$ cat config.mk
export PLATFORM = sky130hd
export DESIGN_NAME = kcch_front
export DESIGN_NICKNAME = d
export VERILOG_FILES = /design/src/rtl/core/kcch_pkg.sv /design/src/rtl/core/kcch_front.sv
export SDC_FILE = /design/constraint.sdc
export NUM_CORES = 1
export LEC_CHECK = 0
export ABC_AREA = 1
export BUFFER_PORTS_ARGS = -buffer_cell sky130_fd_sc_hd__buf_2
export CAP_MARGIN = 20
export CORE_MARGIN = 2
export CORE_UTILIZATION = 61
export CTS_BUF_LIST = sky130_fd_sc_hd__clkbuf_8
export DETAILED_ROUTE_END_ITERATION = 10
export HOLD_SLACK_MARGIN = 0.02
export PLACE_DENSITY = 0.88
export RECOVER_POWER = 100
export SLEW_MARGIN = 20
export SYNTH_ARGS = -nofsm -noshare
export SYNTH_HDL_FRONTEND = slang
export SYNTH_SLANG_ARGS = --single-unit
$ cat constraint.sdc
create_clock -name clk -period 6.46 [get_ports clk]
set_input_delay 0.646 -clock clk [delete_from_list [all_inputs] [get_ports clk]]
set_output_delay 0.646 -clock clk [all_outputs]
set_load 0.05 [all_outputs]
$ cat src/rtl/core/kcch_pkg.sv
`timescale 1ns / 1ps
`default_nettype none

package kcch_pkg;

  localparam int MAX_KMER    = 10;
  localparam int KSIZE_W     = 4;
  localparam int KMER_W      = 2 * MAX_KMER;
  localparam int TABLE_AW    = KMER_W;
  localparam int TABLE_DEPTH = 1 << TABLE_AW;
  localparam int COUNT_W     = 8;
  localparam int HIST_AW     = 8;
  localparam int HIST_W      = 40;
  localparam int TOTAL_W     = 48;
  localparam int DIST_W      = 21;
  localparam int BASES_W     = 5;
  localparam int INDEX_W     = 20;
  localparam int QUEUE_DEPTH = 4;
  localparam int QUEUE_AW    = 2;

  localparam logic [COUNT_W-1:0] COUNT_MAX = 8'd255;
  localparam logic [BASES_W-1:0] BASES_MAX = 5'd31;

  typedef enum logic [1:0] {
    OP_BASE    = 2'd0,
    OP_MERGE   = 2'd1,
    OP_RD_HIST = 2'd2,
    OP_RD_TAB  = 2'd3
  } op_e;

  typedef enum logic [1:0] {
    KIND_SUMMARY = 2'd0,
    KIND_HIST    = 2'd1,
    KIND_ENTRY   = 2'd2
  } kind_e;

  typedef struct packed {
    logic [1:0]         opcode;
    logic [7:0]         base_char;
    logic               read_start;
    logic [INDEX_W-1:0] index;
  } req_t;

  typedef struct packed {
    logic [1:0]         kind;
    logic [TOTAL_W-1:0] value;
    logic [DIST_W-1:0]  distinct;
  } rsp_t;

  typedef struct packed {
    op_e                 op;
    logic [TABLE_AW-1:0] addr;
  } task_t;

  typedef enum logic [3:0] {
    B_CLEAR,
    B_IDLE,
    B_INC,
    B_HIST_OUT,
    B_TAB_OUT,
    M_RD_I,
    M_CHK_I,
    M_CHK_RC,
    M_CLR_RC,
    M_HIST_RD,
    M_HIST_WR,
    M_DONE
  } back_state_e;

  function automatic logic [KSIZE_W-1:0] eff_k(input logic [KSIZE_W-1:0] ksize);
    logic [KSIZE_W-1:0] k;
    k = ksize;
    if (k == '0) k = KSIZE_W'(1);
    if (k > KSIZE_W'(MAX_KMER)) k = KSIZE_W'(MAX_KMER);
    return k;
  endfunction

  function automatic logic [KMER_W-1:0] kmer_mask(input logic [KSIZE_W-1:0] k);
    logic [KMER_W-1:0] m;
    m = '0;
    for (int j = 0; j < KMER_W; j++) begin
      m[j] = (j < 2 * int'(k));
    end
    return m;
  endfunction

  function automatic logic [1:0] base_code(input logic [7:0] c);
    logic [1:0] code;
    case (c)
      8'h43:   code = 2'd1;
      8'h47:   code = 2'd2;
      8'h54:   code = 2'd3;
      default: code = 2'd0;
    endcase
    return code;
  endfunction

  function automatic logic [KMER_W-1:0] rev_comp(input logic [KMER_W-1:0] x,
                                                 input logic [KSIZE_W-1:0] k);
    logic [KMER_W-1:0] r;
    r = '0;
    for (int j = 0; j < MAX_KMER; j++) begin
      for (int i = 0; i < MAX_KMER; i++) begin
        if ((j < int'(k)) && (i == int'(k) - 1 - j)) begin
          r[2*j +: 2] = ~x[2*i +: 2];
        end
      end
    end
    return r;
  endfunction

endpackage

`default_nettype wire

$ cat src/rtl/core/kcch_front.sv
`timescale 1ns / 1ps
`default_nettype none

module kcch_front (
  input  wire logic                               clk,
  input  wire logic                               rst,
  input  wire logic                               accept,
  input  wire kcch_pkg::req_t                     req,
  input  wire logic [kcch_pkg::KSIZE_W-1:0]       k_eff,
  output logic                                    push,
  output kcch_pkg::task_t                         task_out,
  output logic [kcch_pkg::TOTAL_W-1:0]            total
);

  logic [kcch_pkg::KMER_W-1:0]  rolling;
  logic [kcch_pkg::KMER_W-1:0]  rolling_next;
  logic [kcch_pkg::BASES_W-1:0] bases;
  logic [kcch_pkg::BASES_W-1:0] bases_next;
  logic [kcch_pkg::TOTAL_W-1:0] total_next;
  logic                         merged;
  logic                         merged_next;
  logic [kcch_pkg::KMER_W-1:0]  rk0;
  logic [kcch_pkg::BASES_W-1:0] bir0;
  logic [kcch_pkg::KMER_W-1:0]  rk_new;
  logic [kcch_pkg::BASES_W-1:0] bir_new;
  logic                         counts;

  always_comb begin
    rk0     = req.read_start ? '0 : rolling;
    bir0    = req.read_start ? '0 : bases;
    rk_new  = {rk0[kcch_pkg::KMER_W-3:0], kcch_pkg::base_code(req.base_char)}
              & kcch_pkg::kmer_mask(k_eff);
    bir_new = (bir0 < kcch_pkg::BASES_MAX) ? bir0 + 1'b1 : kcch_pkg::BASES_MAX;
    counts  = (bir_new >= {1'b0, k_eff});

    rolling_next  = rolling;
    bases_next    = bases;
    total_next    = total;
    merged_next   = merged;
    push          = 1'b0;
    task_out.op   = kcch_pkg::op_e'(req.opcode);
    task_out.addr = req.index;

    if (accept) begin
      case (req.opcode)
        kcch_pkg::OP_BASE: begin
          if (!merged) begin
            rolling_next  = rk_new;
            bases_next    = bir_new;
            task_out.addr = rk_new;
            if (counts) begin
              push = 1'b1;
              if (total != {kcch_pkg::TOTAL_W{1'b1}}) total_next = total + 1'b1;
            end
          end
        end
        kcch_pkg::OP_MERGE: begin
          push        = 1'b1;
          merged_next = 1'b1;
        end
        default: begin
          push = 1'b1;
        end
      endcase
    end
  end

  always_ff @(posedge clk) begin
    if (rst) begin
      rolling <= '0;
      bases   <= '0;
      total   <= '0;
      merged  <= 1'b0;
    end else begin
      rolling <= rolling_next;
      bases   <= bases_next;
      total   <= total_next;
      merged  <= merged_next;
    end
  end

endmodule

`default_nettype wire

==> impl_metrics.csv, run 1 <==
group,metric,value,unit
finish,finalInstanceArea,0.00567,sq mm
placement,placed_cell_area,0.00568,sq mm
cts,cts_root_buffer,"clkbuf_8",
floorplanning,die_y,96.6,um
global_routing,grt.overflow.total,0,
finish,drive_above_1_share,14.7,%
cts,clk_latency,0.35,ns
placement,gp_congestion,0.998,
timing,grt_setup_unrepaired,"false",
timing,setup_viol,0,
cts,clock_sinks,72,
routing,drtAntennaViolNets,0,
synthesis,syn_avg_cell_area,6.61,sq um
pwr,leakage,2.08,nW
global_routing,antenna_found_initial,0,
synthesis,synth_area_leaders,"dfxtp_1 (28%), nand2_1 (19%), nand3_2 (7.7%)",
floorplanning,initial_utilization,63.4,%
pwr,peakVddDrop,0.102,mV
global_routing,grt_pass1_wl,24100,um
cts,cts_setup_buffers,0,
global_routing,gr-usage-all-layers,30.4,%
timing,tns,0,ns
cts,cts_tree,"built",
floorplanning,rows,33,
setup_path,rrSetupSlack,2.06,ns
cts,clkTransAtPathRegs,0.08,ns
synthesis,synth_seq_area_share,27.5,%
placement,io_buffer_count,108,
timing,report.final.hold_viol_count,0,
global_routing,grt_pass1_vias,5327,
synthesis,synth_ff_type,"dfxtp_1",
timing,slew_viol_final,116,
synthesis,synth-edff-count,0,
synthesis,synth_top_area_share,27.5,%
cts,numCtsBuffers,9,
floorplanning,die_area,0.00934,sq mm
timing,skew,0.00783,ns
outcome,violations,"capacitance limit, slew limit",
routing,wl_per_cell,14.4,um
finish,nets,924,
global_routing,grt_max_degree,69,
floorplanning,fp.coreArea,0.00826,sq mm
timing,tightestPinTransition,3.22,ns
outcome,status,"finished, violations left",
floorplanning,io_pins,109,
routing,vias,5499,
cts,ctsResizeCount,0,
timing,relSlewSlack,-115,%
cts,cts_buffer_depth,2,
routing,avgViaCountPerCell,5.56,
synthesis,synth_seq_cells,72,
setup_path,crit_path_end_kind,"flip-flop",
setup_path,cp_max_fo,48,
min_path,holdCritPathClass,"flip-flop to flip-flop",
finish,syn_to_final_growth,8.30,%
setup_path,required,6.70,ns
routing,drt_wl_total,14200,um
setup_path,worst_setup_path_start_kind,"input port",
timing,min_period,4.72,ns
synthesis,ys_types,38,
cts,cts_hold_buffers,0,
synthesis,ys.warnings.count,0,
routing,drc,0,
placement,dpl.hpwl,10600,um
setup_path,arrival,4.95,ns
timing,fin_crit_sh,73.0,%
job,drv_cap,2,
synthesis,netlist.top_cell.by_area,"dfxtp_1",
finish,num_antenna_cells,0,
cts,htree_levels,3,
setup_path,critPathKind,"input port to flip-flop",
routing,drt_iter0_drc,427,
synthesis,syn_inst,792,
synthesis,synth_area,0.00523,sq mm
floorplanning,die_width,96.6,um
pwr,power_density,163,mW/mm^2
routing,drtPass1Iterations,8,
synthesis,async_reset_ff_share,0,%
timing,max_freq,212,MHz
synthesis,synth_nets,836,
==> state kept, by name (all words and copies together), names as in the netlist <==
register	cells
rolling	18
merged	1
total	48
bases	5
==> layer usage <==
metal	vias to the layer above	GRT usage, %	routed length (um)
li1	2740	-	-
met1	2493	37.1	5900
met2	217	53.8	6960
met3	49	4.05	892
met4	0	12.7	459
met5	-	0	0
==> layout make-up <==
cell class,count,area [sq um]
Timing Repair Buffer,111,469
Tap cell,105,131
Inverter,51,191
Fill cell,806,2590
Clock buffer,10,138
Sequential cell,72,1440
Clock inverter,5,50.0
Multi-Input combinational cell,635,3250
==> layout by cell type, fill, tap and decap left out, types with 2 or more instances in the layout <==
cell	count
inv_2	2
dfxtp_1	72
o31ai_1	4
buf_4	2
a21oi_1	62
nor2_4	3
nand3_1	36
ha_1	6
clkbuf_8	10
o21ai_0	10
xnor2_1	6
inv_1	51
nand4_1	26
nand3b_1	15
nor3_1	2
xor2_1	11
nor2_1	104
nand2_2	21
nand2_1	270
nor2_8	2
a21oi_2	7
nand3_2	40
buf_2	36
clkbuf_1	73
==> worst paths after layout <==
| check | from | depth (start not counted) | to |
|---|---|---|---|
| setup / recovery | req[20] | 15 | total[7] |
| hold / removal | rolling[4] | 2 | rolling[4] |
| setup reg to reg | bases[0] | 15 | total[7] |
| hold reg to reg | rolling[4] | 2 | rolling[4] |
==> critical path, cell delays in order <==
cell,delay [ns]
clkbuf_1,0.38
nor2_1,0.17
ha_1,0.33
inv_1,0.05
nand2_1,0.06
ha_1,0.27
nand2_1,0.06
nand2_1,0.05
nand2_1,0.05
nand2_1,0.05
nand2_1,0.12
nand3b_4,0.61
nand2_1,1.67
nand2_1,0.17
a21oi_1,0.24
==> kinds of logic (layout without fill, tap and decap cells) <==
family	Yosys count	after routing	synth area share (%)
xor gates and xnor gates	17	17	2.84
and+or+nand+nor	525	525	48.9
adders and majority gates	6	6	1.43
buffers and inverters	85	177	8.46
AOI/OAI and AO/OA	87	87	10.8
DFF	72	72	27.5
==> synthesized netlist by cell type, types with 3 or more instances <==
library cell  instances
inv_1                49
o21ai_0              10
xnor2_1               6
clkbuf_1             12
ha_1                  6
buf_2                 4
xor2_1               11
a21oi_1              39
nor2_1              104
nand3_2              40
nand3_1              36
a21oi_2              30
buf_6                 7
nand2_1             269
nand4_1              26
nor2_4                3
buf_4                 6
nand2_2              21
nand3b_1             15
dfxtp_1              72
o31ai_1               4
==> per-stage QoR <==
step / hold WS [ns] / std cells / setup slack [ns] / utilization, % / power (mW)
final: 0.470 / 989 / 1.74 / 68.6 / 0.923
after global routing: 0.487 / 989 / 1.34 / 68.6 / 0.956
after CTS: 0.471 / 989 / 2.60 / 71.0 / 0.931
after detailed placement: 0.460 / 974 / 2.60 / 68.7 / 0.586
after global placement: 0.448 / 974 / 2.73 / 68.7 / 0.582
after floorplan: 0.441 / 792 / 2.95 / - / 0.562
==> power breakdown <==
| group | switching, mW | total (mW) | leakage (nW) | internal (mW) |
|---|---|---|---|---|
| Sequential | 0.00199 | 0.448 | 0.580 | 0.446 |
| Combinational | 0.0968 | 0.123 | 1.40 | 0.0261 |
| Clock | 0.169 | 0.352 | 0.101 | 0.183 |
No activity file was read; power rests on OpenSTA's default activity.
==> run 2: changes to the inputs <==
--- a/config.mk
+++ b/config.mk
@@ -5,15 +5,15 @@
 export SDC_FILE = /design/constraint.sdc
 export NUM_CORES = 1
 export LEC_CHECK = 0
-export ABC_AREA = 1
+export ABC_AREA = 0
 export BUFFER_PORTS_ARGS = -buffer_cell sky130_fd_sc_hd__buf_2
 export CAP_MARGIN = 20
 export CORE_MARGIN = 2
-export CORE_UTILIZATION = 61
+export CORE_UTILIZATION = 54
 export CTS_BUF_LIST = sky130_fd_sc_hd__clkbuf_8
 export DETAILED_ROUTE_END_ITERATION = 10
 export HOLD_SLACK_MARGIN = 0.02
-export PLACE_DENSITY = 0.88
+export PLACE_DENSITY = 0.82
 export RECOVER_POWER = 100
 export SLEW_MARGIN = 20
 export SYNTH_ARGS = -nofsm -noshare
==> constraint.sdc (replaced) <==
create_clock -name clk -period 4.75 [get_ports clk]
set_input_delay 0.475 -clock clk [delete_from_list [all_inputs] [get_ports clk]]
set_output_delay 0.475 -clock clk [all_outputs]
set_load 0.05 [all_outputs]
==> run 2 against run 1 <==
  * The run still ends with capacitance limit, slew limit left
  * Clock-buffer cell count rose by 2
  * Die area fell by 16%
  * Sequential share of layout area rose by 6.4 points
  * Critical path depth fell by 7
  * Worst hold slack got worse by 0.034 ns
  * Critical path type is now flip-flop to primary output
  * Largest power group unchanged
==> impl_metrics.csv, run 2 <==
group,metric,value,unit
placement,dpl.hpwl,7370,um
pwr,power_density,263,mW/mm^2
finish,nets,633,
routing,drc,0,
setup_path,slowest_delay,1.38,ns
routing,drtAntennaViolNets,0,
setup_path,cpMaxStageDelayCell,"clkbuf_1",
global_routing,grt.overflow.total,0,
pwr,peakVddDrop,0.185,mV
timing,grt_setup_unrepaired,"false",
global_routing,grt_pass1_vias,3539,
global_routing,grt_pass1_wl,16500,um
setup_path,crit_path_end_kind,"primary output",
cts,ctsResizeCount,0,
synthesis,muxShareOfSynthArea,1.45,%
synthesis,synth_nets,541,
finish,final_core_util,65.9,%
floorplanning,io_pins,109,
timing,fin_crit_sh,80.3,%
floorplanning,rows,30,
placement,pre_cts_ws,1.04,ns
routing,drt_wl_total,10300,um
floorplanning,die_area,0.00787,sq mm
global_routing,antenna_found_initial,0,
synthesis,synth-edff-count,0,
floorplanning,die_width,88.7,um
synthesis,ys_types,52,
setup_path,crit_chain,"nor2_1 -> nand3_2 -> clkbuf_1 -> nor2_1 -> o311a_1 -> nand2_1 -> nand2_1 -> clkbuf_1",
cts,cts_tree,"built",
timing,relSlewSlack,-43.0,%
cts,cts_setup_buffers,0,
timing,slew_viol_final,99,
setup_path,worst_setup_path_start_kind,"flip-flop",
cts,cts_buffer_depth,2,
synthesis,synth_top_area_share,37.2,%
finish,reg_top3,"total (48), rolling (18), bases (5)",
synthesis,synth_ff_type,"dfxtp_1",
cts,clock_sinks,72,
synthesis,syn_inst,497,
cts,clkTransAtPathRegs,0.08,ns
setup_path,required,4.28,ns
setup_path,cp_max_fo,48,
finish,num_antenna_cells,0,
synthesis,netlist.top_cell.by_area,"dfxtp_1",
min_path,holdCritPathClass,"input port to flip-flop",
cts,htree_levels,3,
synthesis,synthXorXnorAreaFrac,0.904,%
cts,cts_hold_buffers,0,
synthesis,yosys.area_share.simple,33.4,%
routing,drt_iter0_drc,209,
finish,largest_reg_flops,48,
setup_path,arrival,3.34,ns
finish,layout_common_cells,"clkbuf_1 (75), nand2_1 (73), dfxtp_1 (72)",
pwr,leakage,1.55,nW
global_routing,gr-usage-all-layers,26.4,%
routing,avgViaCountPerCell,5.96,
timing,max_freq,262,MHz
synthesis,ys.warnings.count,0,
finish,regMostFlops,"total",
synthesis,synth_compound_gate_area_share,20.9,%
finish,fillers,634,
synthesis,synth_top_family_by_area,"simple AND/OR/NAND/NOR gates",
setup_path,critPathKind,"flip-flop to primary output",
synthesis,async_reset_ff_share,0,%
routing,wl_per_cell,15.0,um
finish,layout_commonest_cell,"clkbuf_1",
timing,setup_viol,0,
floorplanning,die_y,88.7,um
finish,syn_to_final_growth,16.8,%
timing,finalWorstSetupSlack,0.935,ns
finish,drive_above_1_share,11.4,%
floorplanning,fp.coreArea,0.00687,sq mm
outcome,status,"finished, violations left",
cts,cts_root_buffer,"clkbuf_8",
timing,report.final.hold_viol_count,0,
synthesis,netlist_top_cells_count,"nand2_1 (73), dfxtp_1 (72), a21oi_1 (55)",
synthesis,syn_avg_cell_area,7.80,sq um
synthesis,yosys.cell_count.top_type,"nand2_1",
job,drv_cap,2,
routing,vias,4112,
timing,tns,0,ns
global_routing,grt_max_degree,50,
timing,skew,0.0108,ns
outcome,violations,"capacitance limit, slew limit",
cts,clk_latency,0.34,ns
synthesis,synth_area_leaders,"dfxtp_1 (37%), a21oi_1 (7.1%), nand2_1 (7.1%)",
synthesis,synth_area,0.00387,sq mm
floorplanning,initial_utilization,56.4,%
timing,tightestPinTransition,2.15,ns
synthesis,synth_seq_area_share,37.2,%
cts,numCtsBuffers,9,
synthesis,synth-adder-area-share,1.94,%
timing,min_period,3.82,ns
placement,gp_congestion,0.805,
routing,drtPass1Iterations,4,
placement,io_buffer_count,108,
synthesis,synth_seq_cells,72,
-- run 2: cells by family after synthesis --
logic type | after synthesis
AOI/OAI and AO/OA | 130
xor gates and xnor gates | 4
adders and majority gates | 6
buffers and inverters | 41
DFF | 72
muxes | 5
and+or+nand+nor | 239
-- run 2: path summary, 6_finish.rpt --
| path | startpoint | to | slack [ns] | cells past startpoint |
|---|---|---|---|---|
| setup / recovery | merged | task_out[16] | 0.93 | 8 |
| setup reg to reg | bases[2] | total[38] | 1.12 | 11 |
| hold reg to reg | rolling[11] | rolling[11] | 0.46 | 2 |
| hold / removal | req[29] | merged | 0.44 | 3 |
-- run 2: per-layer routing --
metal	vias up	track usage [%]	wire length [um]
li1	2028	-	-
met1	1919	34.8	4530
met2	150	43.3	4970
met3	15	4.38	673
met4	0	10.1	168
met5	-	0	0
-- run 2: area by class of cell --
cell class	instances	area [sq um]	share of cell area (%)
clock inverter	4	20.0	0.442
tap	96	120	2.65
clock buffer	12	165	3.65
timing repair buffer	112	467	10.3
inverter	10	37.5	0.830
sequential	72	1440	31.9
multi-input combinational	384	2270	50.2
-- run 2: through the flow --
stage | cell area [sq um] | cells | total power, mW | hold slack, ns
after global routing | 4520 | 690 | 1.23 | 0.474
after detailed placement | 4440 | 674 | 0.750 | 0.447
after CTS | 4630 | 690 | 1.19 | 0.432
after global placement | 4440 | 674 | 0.748 | 0.445
after floorplan | 3870 | 497 | 0.711 | 0.436
final | 4520 | 690 | 1.19 | 0.436
-- run 2: critical path: cells and delay by family (launching register included) --
kind | cells | cell delay [ns]
buffers and inverters | 2 | 1.67
AO/OA/AOI/OAI | 1 | 0.28
AND/OR/NAND/NOR | 5 | 0.68
flip-flops | 1 | 0.36
-- run 2: where the power goes --
group | total (mW) | internal, mW | leakage (nW) | switching [mW]
Sequential | 0.606 | 0.604 | 0.580 | 0.00127
Clock | 0.457 | 0.228 | 0.101 | 0.229
Combinational | 0.126 | 0.0322 | 0.867 | 0.0939
